File: src/rtl/spc_ram.sv
// ----------------------------------------------------------------------------
// spc_ram
// Generic simple dual-port RAM, one write and one registered read port.
// ----------------------------------------------------------------------------
module spc_ram #(
    parameter int WIDTH = 8,
    parameter int DEPTH = 256,
    localparam int AW = (DEPTH > 1) ? $clog2(DEPTH) : 1
) (
    input  logic             clk,
    input  logic             we,
    input  logic [AW-1:0]    waddr,
    input  logic [WIDTH-1:0] wdata,
    input  logic             re,
    input  logic [AW-1:0]    raddr,
    output logic [WIDTH-1:0] rdata
);

    logic [WIDTH-1:0] mem [DEPTH];

    always_ff @(posedge clk)
    begin
        if (we)
        begin
            mem[waddr] <= wdata;
        end
    end

    always_ff @(posedge clk)
    begin
        if (re)
        begin
            rdata <= mem[raddr];
        end
    end

endmodule

File: config.mk
export PLATFORM = sky130hd
export DESIGN_NAME = spc_ram
export DESIGN_NICKNAME = d
export VERILOG_FILES = /design/src/rtl/spc_ram.sv
export SDC_FILE = /design/constraint.sdc
export NUM_CORES = 2
export LEC_CHECK = 0
export ABC_AREA = 1
export BUFFER_PORTS_ARGS = -buffer_cell sky130_fd_sc_hd__clkbuf_2
export CAP_MARGIN = 20
export CORE_MARGIN = 1
export CORE_UTILIZATION = 53
export DETAILED_ROUTE_END_ITERATION = 10
export PLACE_DENSITY_LB_ADDON = 0.15
export REMOVE_ABC_BUFFERS = 1
export SLEW_MARGIN = 15
export SYNTH_ARGS = -nofsm -noshare
export SYNTH_HDL_FRONTEND = slang
export SYNTH_SLANG_ARGS = --single-unit
File: constraint.sdc
create_clock -name clk -period 3.7 [get_ports clk]
set_input_delay 0.555 -clock clk [delete_from_list [all_inputs] [get_ports clk]]
set_output_delay 0.555 -clock clk [all_outputs]
set_load 0.05 [all_outputs]
# Word-level counts from Yosys, hierarchy flattened
# Memory sizes are Yosys's and may differ from the RTL's. A register that Yosys moved wholly into a read port is not among the register bits.
# Index checks and enable logic that the tools add are counted.
# classes
n_div	0
bitwise	0
n_mux	2
order_cmp	0
n_eq_ne	0
shifts	0
mul	0
n_reduce_logical	0
add_sub_neg	0
# ops
cell	n
1-bit two-way mux	2
# word_totals
out_inout_bits	8
ram_bits	2048
elab_cells	3
register_bits	0
latch_bits	0
mem_bits_ro	0
n_memories	1
# mem_list
memory	words	word_bits	read_ports	rd_ports_with_merged_regs	wr	line	text
mem	256	8	1	1	1	19	logic [WIDTH-1:0] mem [DEPTH];

# Depth between registers and ports, before layout
# logic_depth
depth_word	2
depth_mapped	15
mapped_depth_nobuf	11

# Worst setup path before layout
# Ideal clock, no wire load.
# synth_timing
kind	input to register
startpoint	in we
endpoint	mem mem[162][0] (enable)
t_arrival_ps	1676
slack_ps	1654
required_ps	3330
setup_time_ps	370
path_buffers	2
stages	4
path_cell_list	clkbuf_1 > nand3_1 > clkbuf_1 > nor2_1
# synth_via
elab_chain_len	2
# synth_rtl
element	line	text
from (decl)	11	input logic we,
1-bit two-way mux	23	if (we)
1-bit two-way mux (not written as such)	25	mem[waddr] <= wdata;
to (decl)	19	
# No other way between the ends.

==> impl_metrics.tcl <==
set metrics [dict create \
    status "complete, no violations" \
    nNetsFinal 7103 \
    final-setup-viol-count 0 \
    clock_sinks 2056 \
    synthTopCellsByArea "edfxtp_1 (74%), nand3_1 (12%), nand2_1 (9.5%), buf_2 (1.6%), nor2_1 (1.3%)" \
    cts-root-buf "clkbuf_16" \
    cp-end-kind "register" \
    place_congestion 0.877 \
    io_pins 35 \
    hp-start "wdata[6]" \
    dieArea_sq_um 159000 \
    synth_cell_types 13 \
    critical_path_buf_inv_count 4 \
    synth_edf_count 2056 \
    critPathLaunch "raddr[0]" \
    cts_tree "yes" \
    postLayoutCoreUtil_pct 59.8 \
    path_depth 14 \
    path_class "in2reg" \
    insertion_delay_ns 0.84 \
    netlist_area_sq_um 83500 \
    via_per_inst 5.92 \
    yosysWarnings 0 \
    period_needed_ns 2.69 \
    cts_resized 0 \
    grt_pass1_vias 52424 \
    ys_async_sr_fraction_pct 0 \
    die_y_um 399 \
    grt_pass1_wl_um 341000 \
    die_width_um 399 \
    rr_endpoint "rdata[7]" \
    leakage_nw 32.7 \
    drc 0 \
    yosys.area.top_type "edfxtp_1" \
    reg2reg_from "mem[23][7]" \
    slew_headroom_pct 33.2 \
    finClkSkew_ns 0.0250 \
    grt_antenna_before_repair 12 \
    ir_drop_v 0.000493 \
    crit_fanout 66 \
    portBuffers 34 \
    final_antenna_net_count 0 \
    synthCells 7003 \
    crit_top_cell "nand3_1" \
    grt_max_degree 135 \
    crit_arrival_ns 3.39 \
    vias 55121 \
    power.internal_mw 37.4 \
    gr-total-overflow 0 \
    rr_worst_depth 10 \
    path_delay_family "simple AND/OR/NAND/NOR gates" \
    crit_end "rdata[7]" \
    post_drt_wl_per_cell_um 24.6 \
    final_hold_viol_count 0 \
    ctsHtreeMaxLevel 4 \
    max_cap_violations 0 \
    cts_buffer_depth 3 \
    reg2reg_slack_ns 1.64 \
    grt_usage_pct 29.0 \
    drt-pass1-iter-count 6 \
    synth_seq_cells 2056 \
    power.clock.fraction_pct 40.6 \
    drt-total-wl_um 229000 \
    power_mw 48.4 \
    hpwl_um 133000 \
    clock.fmax_mhz 371 \
    synth.most_common_cell "nand2_1" \
    post_cts.repair.setup_buffers 0 \
    crit_chain "buf_8 > buf_12 > buf_12 > buf_12 > nand2_1 > nand3_1 > nand3_1 > nand3_1 > nand3_1 > nand3_1 > nand3_1 > nand2_1 > nand2_1 > nand2_1" \
    coreArea_sq_um 156000 \
    drive_gt1_share_pct 8.69 \
    tightest_slew_ns 0.998 \
    drv_slew 0 \
    drt_iter0_markers 6604 \
    rows 145 \
    numCtsBuffers 205 \
    avgSynthCellArea_sq_um 11.9 \
    p_comb_share_pct 6.2 \
    cp_slowest_cell "buf_12" \
    min_path_type "in2reg" \
    slowest_delay_ns 0.34 \
    synth_top_area_share_pct 74.0 \
    cellPowerDensity_nw_per_um2 519 \
    crit_required_ns 4.40 \
    rsz0062_at_grt "no" \
    p_sw_share_pct 22.7 \
    start_util_pct 53.4 \
    p_switching_mw 11.0 \
    area_growth_pct 11.8 \
    ys.flop_type "edfxtp_1" \
    holdBufCountCts 0 \
    yosys-top-cells-count "nand2_1 (2123), edfxtp_1 (2056), nand3_1 (2019), nor2_1 (283), buf_2 (268)" \
    cts.clk_slew.worst_paths_ns 0.06 \
    seqPwrFrac_pct 53.1 \
    yosysSeqAreaShare_pct 74.0 \
    finalCritPeriodShare_pct 72.8 \
    crit_path_start_kind "input port" \
]
-- cell type report --
| cell class | instances | area [sq um] |
|---|---|---|
| clock inverter | 121 | 930 |
| timing repair buffer | 349 | 3420 |
| antenna | 5 | 12.5 |
| clock buffer | 252 | 5350 |
| tap | 2058 | 2570 |
| sequential | 2056 | 61700 |
| fill | 12352 | 62900 |
| inverter | 39 | 180 |
| multi-input combinational | 4425 | 19100 |
-- worst min-delay path by stage --
stage | end | slack, ns | cells after the start
after floorplan | mem[0][0] | 0.65 | 0
after detailed placement | rdata[0] | 1.04 | 10
after global routing | rdata[1] | 0.20 | 1
final | mem[243][6] | 0.21 | 1
after CTS | rdata[0] | 0.17 | 1
after global placement | rdata[6] | 1.06 | 10
-- power groups by stage --
| stage | Combinational, mW | Clock [mW] | Sequential [mW] |
|---|---|---|---|
| floorplan | 1.36 | 0 | 26.2 |
| detailed placement | 2.99 | 0 | 26.2 |
| CTS | 3.00 | 19.9 | 25.7 |
| global placement | 2.97 | 0 | 26.2 |
| global route | 3.24 | 20.7 | 25.7 |
| finish | 3.02 | 19.7 | 25.7 |
-- cell usage in the layout (no fill, tap or decap) --
cell / Yosys / layout
nand2_1: 2123 / 2120
edfxtp_1: 2056 / 2056
nand3_1: 2019 / 2019
nor2_1: 283 / 283
buf_4: 46 / 255
clkbuf_16: 0 / 207
buf_12: 0 / 61
clkinv_1: 0 / 56
clkbuf_1: 112 / 45
clkinv_2: 0 / 38
inv_1: 36 / 34
clkbuf_2: 0 / 21
bufinv_16: 0 / 11
buf_8: 1 / 11
diode_2: 0 / 5
inv_6: 0 / 5
inv_16: 0 / 4
clkinvlp_4: 0 / 4
clkinv_8: 0 / 4
nand2_2: 0 / 3
inv_8: 0 / 2
inv_4: 1 / 1
inv_2: 2 / 1
buf_6: 16 / 1
-- stage by stage --
step	cells	area, sq um	hold WS, ns	setup TNS, ns	worst slack (ns)
6_report	9305	93300	0.210	0	1.01
3_3_place_gp	8927	87100	1.06	0	0.277
5_1_grt	9300	93300	0.197	0	0.921
3_5_place_dp	8927	87100	1.04	0	0.263
4_1_cts	9300	93300	0.167	0	1.14
2_1_floorplan	6520	81000	0.654	-20.57	-2.58
-- sequential cells by signal (all words and copies together), names as in the netlist --
register,count
mem,2048
rdata,8
-- worst reg2reg max path: cells and delay by family (launching register included) --
kind,cells,cell delay (ns)
flip-flops,1,0.38
AND/OR/NAND/NOR,10,1.45
-- per-layer routing --
metal  track usage, %  routed length, um  share of wire (%)  vias up
li1                 -                  -                  -    25021
met1             41.4              94600                 41    26994
met2             44.6             105000                 46     2661
met3             5.50              21300                9.3      437
met4             10.1               7920                3.5        8
met5                0                 66              0.029        -
-- logic make-up (layout without fill, tap and decap cells) --
kind of cell | count (synthesis) | in the layout | share of synthesized area [%]
buffers and inverters | 522 | 761 | 3.12
DFF | 2056 | 2056 | 74.0
other | 0 | 5 | 0
and+or+nand+nor | 4425 | 4425 | 22.9
Note: power is estimated with default switching activity, not from simulation.
