`src/rtl/spc_pkg.sv`:
```
// ----------------------------------------------------------------------------
// spc_pkg
// Shared types, codes and defaults for the slotted page store.
// ----------------------------------------------------------------------------
package spc_pkg;

    localparam int PAGE_BYTES_DEF   = 4096;
    localparam int SLOT_LIMIT_DEF   = 1024;
    localparam int HEADER_BYTES     = 6;
    localparam int SLOT_ENTRY_BYTES = 4;

    // insert byte counter saturates here and flags an over-long run
    localparam int CNT_W     = 13;
    localparam int COUNT_MAX = 8191;

    typedef logic [2:0]  status_t;
    typedef logic [12:0] length_t;
    typedef logic [7:0]  byte_t;
    typedef logic [9:0]  slot_t;
    typedef logic [11:0] index_t;
    typedef logic [10:0] used_t;

    localparam status_t ST_OK       = 3'd0;
    localparam status_t ST_NO_SPACE = 3'd1;
    localparam status_t ST_EMPTY    = 3'd2;
    localparam status_t ST_MISMATCH = 3'd3;
    localparam status_t ST_BAD_SLOT = 3'd4;
    localparam status_t ST_BEYOND   = 3'd5;

    localparam logic ACT_INSERT = 1'b0;
    localparam logic ACT_READ   = 1'b1;

    typedef struct packed {
        logic    action;
        length_t record_length;
        byte_t   data_byte;
        logic    last_byte;
        slot_t   slot_id;
        index_t  byte_index;
    } req_t;

    typedef struct packed {
        status_t status;
        byte_t   read_byte;
        length_t record_size;
        slot_t   new_slot;
        used_t   slots_used;
        length_t free_offset;
    } rsp_t;

    // insert tracker to top level
    typedef struct packed {
        logic    page_we;
        logic    commit;
        status_t status;
    } ins_ctl_t;

endpackage

```
`src/rtl/spc_insert.sv`:
```
// ----------------------------------------------------------------------------
// spc_insert
// Insert run tracker: space check on the first byte, byte count, page write
// address and the commit decision on the last byte.
// ----------------------------------------------------------------------------
module spc_insert #(
    parameter int PAGE_BYTES = spc_pkg::PAGE_BYTES_DEF,
    parameter int SLOT_LIMIT = spc_pkg::SLOT_LIMIT_DEF
) (
    input  logic                     clk,
    input  logic                     rst_n,
    input  logic                     byte_valid,
    input  spc_pkg::length_t         rec_len,
    input  logic                     last_byte,
    input  logic [$clog2(SLOT_LIMIT+1)-1:0] slot_total,
    input  logic [$clog2(PAGE_BYTES+1)-1:0] free_ptr,
    input  logic [$clog2(spc_pkg::HEADER_BYTES
                   + spc_pkg::SLOT_ENTRY_BYTES * SLOT_LIMIT + 1)-1:0] dir_end,
    output spc_pkg::ins_ctl_t        ctl,
    output logic [$clog2(PAGE_BYTES)-1:0]   page_waddr,
    output logic [$clog2(PAGE_BYTES)-1:0]   rec_base,
    output logic [$clog2(PAGE_BYTES+1)-1:0] rec_size
);

    localparam int PAW  = $clog2(PAGE_BYTES);
    localparam int PW   = $clog2(PAGE_BYTES + 1);
    localparam int SCW  = $clog2(SLOT_LIMIT + 1);
    localparam int DW   = $clog2(spc_pkg::HEADER_BYTES
                                 + spc_pkg::SLOT_ENTRY_BYTES * SLOT_LIMIT + 1);
    localparam int CHKW = ((DW > spc_pkg::CNT_W) ? DW : spc_pkg::CNT_W) + 2;
    localparam int WW   = ((PW > spc_pkg::CNT_W) ? PW : spc_pkg::CNT_W) + 1;

    logic [spc_pkg::CNT_W-1:0] cnt_reg, cnt_next;
    logic                      ovf_reg, ovf_next;
    spc_pkg::status_t          rej_reg, rej_next;
    logic [PAW-1:0]            base_reg, base_next;
    logic [PW-1:0]             len_reg, len_next;

    logic                      first;
    logic                      full;
    logic                      no_space;
    logic [CHKW-1:0]           need;
    spc_pkg::status_t          rej_now;
    logic [PW-1:0]             want;
    logic [spc_pkg::CNT_W-1:0] cnt_inc;
    logic                      ovf_inc;
    logic                      mismatch;
    spc_pkg::status_t          final_st;
    logic [WW-1:0]             waddr_full;

    always_comb
    begin
        first    = (cnt_reg == '0) && !ovf_reg;
        full     = (slot_total == SCW'(SLOT_LIMIT));
        need     = CHKW'(dir_end) + CHKW'(rec_len) + CHKW'(spc_pkg::SLOT_ENTRY_BYTES);
        no_space = (CHKW'(free_ptr) < need);

        if (!first)
        begin
            rej_now = rej_reg;
        end
        else if (rec_len == '0)
        begin
            rej_now = spc_pkg::ST_EMPTY;
        end
        else if (full || no_space)
        begin
            rej_now = spc_pkg::ST_NO_SPACE;
        end
        else
        begin
            rej_now = spc_pkg::ST_OK;
        end

        // rec_len is below free_ptr whenever it is accepted
        if (first && rej_now == spc_pkg::ST_OK)
        begin
            base_next = PAW'(free_ptr - PW'(rec_len));
            len_next  = PW'(rec_len);
        end
        else
        begin
            base_next = base_reg;
            len_next  = len_reg;
        end

        want = (rej_now == spc_pkg::ST_OK) ? len_next : '0;

        ovf_inc = ovf_reg || (cnt_reg == spc_pkg::CNT_W'(spc_pkg::COUNT_MAX));
        cnt_inc = (cnt_reg == spc_pkg::CNT_W'(spc_pkg::COUNT_MAX))
                  ? cnt_reg : cnt_reg + 1'b1;

        mismatch = (rej_now == spc_pkg::ST_OK)
                   && (ovf_inc || (WW'(cnt_inc) != WW'(want)));
        if (rej_now != spc_pkg::ST_OK)
        begin
            final_st = rej_now;
        end
        else if (mismatch)
        begin
            final_st = spc_pkg::ST_MISMATCH;
        end
        else
        begin
            final_st = spc_pkg::ST_OK;
        end

        waddr_full = WW'(base_next) + WW'(cnt_reg);

        ctl.page_we = byte_valid && (rej_now == spc_pkg::ST_OK)
                      && (WW'(cnt_reg) < WW'(want));
        ctl.commit  = byte_valid && last_byte && (final_st == spc_pkg::ST_OK);
        ctl.status  = final_st;
        page_waddr  = PAW'(waddr_full);
        rec_base    = base_next;
        rec_size    = len_next;

        cnt_next = cnt_reg;
        ovf_next = ovf_reg;
        rej_next = rej_reg;
        if (byte_valid)
        begin
            if (last_byte)
            begin
                cnt_next = '0;
                ovf_next = 1'b0;
                rej_next = spc_pkg::ST_OK;
            end
            else
            begin
                cnt_next = cnt_inc;
                ovf_next = ovf_inc;
                rej_next = rej_now;
            end
        end
    end

    always_ff @(posedge clk or negedge rst_n)
    begin
        if (!rst_n)
        begin
            cnt_reg <= '0;
            ovf_reg <= 1'b0;
            rej_reg <= spc_pkg::ST_OK;
        end
        else
        begin
            cnt_reg <= cnt_next;
            ovf_reg <= ovf_next;
            rej_reg <= rej_next;
        end
    end

    always_ff @(posedge clk)
    begin
        if (byte_valid)
        begin
            base_reg <= base_next;
            len_reg  <= len_next;
        end
    end

endmodule

```
`config.mk`:
```
export PLATFORM = sky130hd
export DESIGN_NAME = spc_insert
export DESIGN_NICKNAME = d
export VERILOG_FILES = /design/src/rtl/spc_pkg.sv /design/src/rtl/spc_insert.sv
export SDC_FILE = /design/constraint.sdc
export NUM_CORES = 1
export LEC_CHECK = 0
export BUFFER_PORTS_ARGS = -buffer_cell sky130_fd_sc_hd__buf_2
export CORE_ASPECT_RATIO = 1.1
export CORE_MARGIN = 3
export CORE_UTILIZATION = 40
export DETAILED_ROUTE_END_ITERATION = 6
export GPL_ROUTABILITY_DRIVEN = 0
export GPL_TIMING_DRIVEN = 1
export SYNTH_ARGS = -nofsm -noshare
export SYNTH_HDL_FRONTEND = slang
export SYNTH_SLANG_ARGS = --single-unit
```
`constraint.sdc`:
```
create_clock -name clk -period 7.05 [get_ports clk]
set_input_delay 0.3525 -clock clk [delete_from_list [all_inputs] [get_ports clk]]
set_output_delay 0.3525 -clock clk [all_outputs]
set_load 0.005 [all_outputs]
```
Yosys cells after proc, flatten, opt, wreduce, memory -nomap -nowiden. Index checks and enable logic that the tools add are counted.

Output and inout bits: 42. Bits in registers: 42. Input port bits: 54. Logic and storage cells: 43.

Muxes and demuxes: 12. Equal/unequal tests: 3. Add/sub/neg operators: 5. Reductions and logical operators: 16. Magnitude comparators: 2.

Operator list (count): $mux 13 (4); $logic_not 13->1 (2); $add 14x3->15 const B (1); $lt 13x15->1 (1); $add 13x13->14 (1); $add 13x1->13 const B (1); $eq 13x13->1 const B (1); $lt 13x13->1 (1); $ne 13x13->1 (1); $add 12x12->12 (1); $mux 12 (1); $sub 12x12->12 (1); $eq 11x11->1 const B (1); $mux 3 (3); $logic_and 1x1->1 (7); $logic_not 3->1 (2); $mux 2 (2); $logic_or 1x1->1 (3); $reduce_bool 3->1 (1); $mux 1 (2); $logic_not 1->1 (1).

Logic depth before layout (Yosys ltp).
Depth after elaboration: 18. Depth in mapped cells: 34. Gate-level depth less buffers: 32.

Worst setup path before layout. OpenSTA, ideal clock, no wires.

Kind: input -> output. Start point: input rec_len[2]. End point: output page_waddr[10]. Arrival: 6069 ps. Stages: 34. Slack: 629 ps. Cells stage by stage: inv_1 ha_1 inv_1 ha_1 a211oi_1 o21bai_1 a21oi_1 o31ai_1 a21o_1 a21oi_1 xnor2_1 ha_1 o211ai_1 nor2_1 a221oi_1 a2111oi_4 nand2_2 clkbuf_1 clkbuf_1 nand2_1 o21ai_0 ha_1 inv_1 fa_1 nor2b_1 o21ai_0 a21boi_0 o21ai_0 a21boi_0 o21ai_0 nand2b_1 a21o_1 a21oi_1 xnor2_1.

Longest elaborated chain between the ends: 11. Elaborated cells on any way between the ends: 13.

Ends and longest elaborated chain: start: declaration (line spc_insert.sv:13) `input spc_pkg::length_t rec_len,`; $add 13x13->14 (line spc_insert.sv:55) `need = CHKW'(dir_end) + CHKW'(rec_len) + CHKW'(spc_pkg::SLOT_ENTRY_BYTES);`; $add 14x3->15 (line spc_insert.sv:55); $lt 13x15->1 (line spc_insert.sv:56) `no_space = (CHKW'(free_ptr) < need);`; $logic_or 1x1->1 (line spc_insert.sv:66) `else if (full || no_space)`; $mux 1 (line spc_insert.sv:66); $mux 2 * (line spc_insert.sv:62) `else if (rec_len == '0)`; $mux 3 * (line spc_insert.sv:58) `if (!first)`; $logic_not 3->1 * (line spc_insert.sv:76) `if (first && rej_now == spc_pkg::ST_OK)`; $logic_and 1x1->1 * (line spc_insert.sv:76); $mux 12 * (line spc_insert.sv:76); net rec_base[0] (line spc_insert.sv:21) `output logic [$clog2(PAGE_BYTES)-1:0] rec_base,`; $add 12x12->12 * (line spc_insert.sv:108) `waddr_full = WW'(base_next) + WW'(cnt_reg);`; end: declaration (line spc_insert.sv:20) `output logic [$clog2(PAGE_BYTES)-1:0] page_waddr,`.

The timed path passes the listed nets; every way through them passes the cells marked *.

Worst setup path after layout.
Start point: input rec_len[1]. End point: output page_waddr[10].

Longest elaborated chain between the ends: 11. Elaborated cells on any way between the ends: 13.

Ends and longest elaborated chain (line): $add 13x13->14 (spc_insert.sv:55); $add 14x3->15 (spc_insert.sv:55); $lt 13x15->1 (spc_insert.sv:56); $logic_or 1x1->1 (spc_insert.sv:66); $mux 1 (spc_insert.sv:66); $mux 2 (spc_insert.sv:62); $mux 3 (spc_insert.sv:58); $logic_not 3->1 (spc_insert.sv:76); $logic_and 1x1->1 (spc_insert.sv:76); $mux 12 * (spc_insert.sv:76); $add 12x12->12 * (spc_insert.sv:108).

Every way passes the cells marked *; elsewhere a longest branch is shown, timed or not.

==> summary.log <==
qor: routing.dr.max_layer_used met4
qor: finish.layout-area-overhead-vs-synth 18.6%
qor: finish.drive_gt1_share 20.4%
qor: worst_setup_path.critical_path_required 6.70 ns
qor: logic_synthesis.ys_async_sr_fraction 40.5%
qor: logic_synthesis.flip_flop_and_latch_count_after_synthesis 42
qor: finish.final_design_area_no_fill 5740 um2
qor: clock_network.clock_tree_from_tritoncts yes
qor: pwr.post-layout-total-power 1.24 mW
qor: sta.hold_viol_final 0
qor: floorplan.floorplan.core_area 11600 um2
qor: logic_synthesis.seq_area_frac_synth 24.3%
qor: floorplan.die_area 13500 um2
qor: routing.met3_wirelength_from_detailed_routing 1030 um
qor: finish.layout.filler_cells 1144
qor: place.port_buffers 95
qor: worst_setup_path.reg2regPathDepth 8
qor: logic_synthesis.syn_nets 703
qor: pwr.static-leakage-power 2.69 nW
qor: worst_setup_path.path_max_fanout 7
qor: grt.grt_overflow_total 0
qor: worst_setup_path.r2r_end base_reg[5]$_DFFE_PP_
qor: worst_setup_path.crit-reg2reg-launch cnt_reg[6]$_DFFE_PN0P_
qor: grt.grt_antenna_before_repair 0
qor: logic_synthesis.postSynthAreaPerCell 8.45 um2
qor: sta.min_period_over_period 90.4%
qor: pwr.ir_drop 0.104 mV
qor: sta.layout_min_cycle_time 6.38 ns
qor: grt.grt_pass1_wl 23800 um
qor: min_path.worst_hold_path.endpoint ovf_reg$_DFFE_PN0P_
qor: grt.grt_max_degree 46
qor: clock_network.insertion_delay 0.29 ns
qor: place.dpl.cell_count 816
qor: clock_network.clkTransAtPathRegs 0.06 ns
qor: logic_synthesis.synth_area 4840 um2
qor: sta.slew_viol_final 0
qor: routing.met1Wirelength 6560 um
qor: place.detailedPlacementHpwl 12200 um
qor: min_path.hold_path.startpoint last_byte
qor: sta.timing.final.setup_violations 0
qor: finish.nets 805
qor: sta.setup_slack 0.674 ns
qor: routing.detail-route-antenna-nets 0
qor: logic_synthesis.synth_flop_cell sky130_fd_sc_hd__edfxtp_1
qor: finish.post_layout_nonfiller_instances 826
qor: floorplan.chip_height 121 um
qor: logic_synthesis.postSynthCellCount 573
qor: sta.setup-tns-final 0 ns
qor: clock_network.cts_htree_levels 2
qor: routing.drtPass1Iterations 5
qor: floorplan.top_level_pins 96
qor: sta.hold_slack 0.354 ns
qor: logic_synthesis.count_of_flip_flops_with_a_built_in_enable_after_synthesis 25
qor: clock_network.ctsLongestPathBuffers 2
qor: logic_synthesis.synthDistinctLibCells 73
qor: floorplan.dieWidth 111 um
qor: routing.drt_wl_total 14800 um
qor: worst_setup_path.end_kind output port
qor: grt.grt_pass1_vias 4651
qor: worst_setup_path.timing.critical_path.arrival 6.02 ns
qor: routing.num_vias 4778
qor: routing.initialDrtViolationCount 443
qor: outcome.run_status completed
qor: place.placedInstanceArea 5530 um2
qor: routing.wl_met2 6920 um
qor: sta.setup_repair_after_global_routing_missed_its_margin false
qor: run.max_cap_violations 0
qor: worst_setup_path.crit_path_frequent_cell sky130_fd_sc_hd__o21ai_0
qor: finish.antenna_cells 0
qor: worst_setup_path.r2r_setup_slack 3.63 ns
qor: min_path.min_path_type in2reg
qor: clock_network.cts_num_sinks 42
qor: finish.layout_commonest_cell sky130_fd_sc_hd__buf_2
qor: grt.grt.total_usage 22.1%
qor: floorplan.row_count 41
qor: sta.final.setup_skew 0.00729 ns
qor: worst_setup_path.timing.critical_path.from_type input port
qor: routing.via_per_inst 5.78
qor: floorplan.start_util 41.6%
qor: routing.detail_route.drc_violations 0
qor: clock_network.ctsRootBufferMaster sky130_fd_sc_hd__clkbuf_16
qor: sta.max_slew_margin 46.6%
qor: finish.postLayoutCoreUtil 49.3%
qor: logic_synthesis.ys_warn_count 0
qor: routing.wl_cell 17.9 um
qor: place.place_worst_setup_slack 0.219 ns
qor: finish.final_cell_mix sky130_fd_sc_hd__buf_2 (95), sky130_fd_sc_hd__ha_1 (73), sky130_fd_sc_hd__nand2_1 (63), sky130_fd_sc_hd__inv_1 (47), sky130_fd_sc_hd__o21ai_0 (46)
qor: sta.worst_slew_pin_slew 0.795 ns
qor: worst_setup_path.timing_worst_setup_path_type in2out
qor: min_path.holdPathStages 2
qor: worst_setup_path.cpMaxStageDelayCell sky130_fd_sc_hd__fa_1
qor: clock_network.cts_made_buffers 5
qor: sta.max_freq 157 MHz
qor: worst_setup_path.cp_slowest_stage_delay 0.44 ns
qor: pwr.cellPowerDensity 216 nW/um2
[cells in the mapped netlist, drive strengths merged (6+ instances only)]
library cell,number,area share [%]
a211oi,6,0.93
a21o,11,1.7
a21oi,37,3.8
clkbuf,10,0.78
dfrtp,17,8.8
edfxtp,25,16
ha,73,19
inv,47,3.6
nand2,64,5.0
nand2b,6,0.78
nand3,18,1.9
nand4,8,1.3
nor2,36,2.8
nor2b,6,0.78
nor3,8,0.83
nor4,6,0.90
o211ai,6,0.93
o21ai,50,5.2
o21bai,8,1.2
o22ai,10,1.3
xnor2,30,5.4
xor2,13,2.4
[worst max-delay path: cells and delay by family]
family                     cells  cell delay [ns]
AOI/OAI and AO/OA             15             2.52
xor gates and xnor gates       2             0.25
adders and majority gates      6             1.87
buffers and inverters          3             0.33
and+or+nand+nor                6             0.68
[layout make-up]
cell class	count	area (um2)	share of cell area [%]
repair buffers	109	583	10.2
well taps	150	188	3.27
clock buffers	7	154	2.68
multi-input cells	470	3460	60.2
flip-flops and latches	42	1180	20.5
clock inverters	1	6.26	0.109
inverters	47	176	3.07
[how the worst max path moves through the flow]
stage / startpoint / endpoint / slack, ns / cells after the start
2_1_floorplan: rec_len[2] / page_waddr[10] / 0.63 / 34
3_3_place_gp: rec_len[2] / page_waddr[10] / 0.41 / 33
3_5_place_dp: rec_len[2] / page_waddr[10] / 0.22 / 33
4_1_cts: rec_len[2] / page_waddr[10] / 0.18 / 33
5_1_grt: rec_len[2] / page_waddr[10] / 0.005 / 34
6_report: rec_len[1] / page_waddr[10] / 0.67 / 32
[logic make-up after synthesis]
group | count (synthesis) | synth area share [%]
XOR/XNOR | 43 | 7.78
AO/OA/AOI/OAI | 170 | 23.2
multiplexers | 6 | 1.45
adder cells (fa/ha/maj) | 76 | 20.1
AND/OR/NAND/NOR | 175 | 18.3
buffers and inverters | 61 | 4.94
flip-flops | 42 | 24.3
[timing repair]
item	in CTS	in global routing
endpoints found under the hold margin	17	0
gates resized for setup	0	9
buffers inserted	0	1
endpoints found under the setup margin	0	2
hold buffers	1	0
[layer usage]
metal	global-route usage, %	up-vias
met4	7.01	0
met3	2.34	18
met5	0	-
met1	29.7	2239
met2	37.3	194
li1	-	2327
[where the power goes]
group | switching [mW] | internal (mW)
Combinational | 0.377 | 0.287
Sequential | 0.0221 | 0.303
Clock | 0.101 | 0.153
No activity file was read; power rests on OpenSTA's default activity.
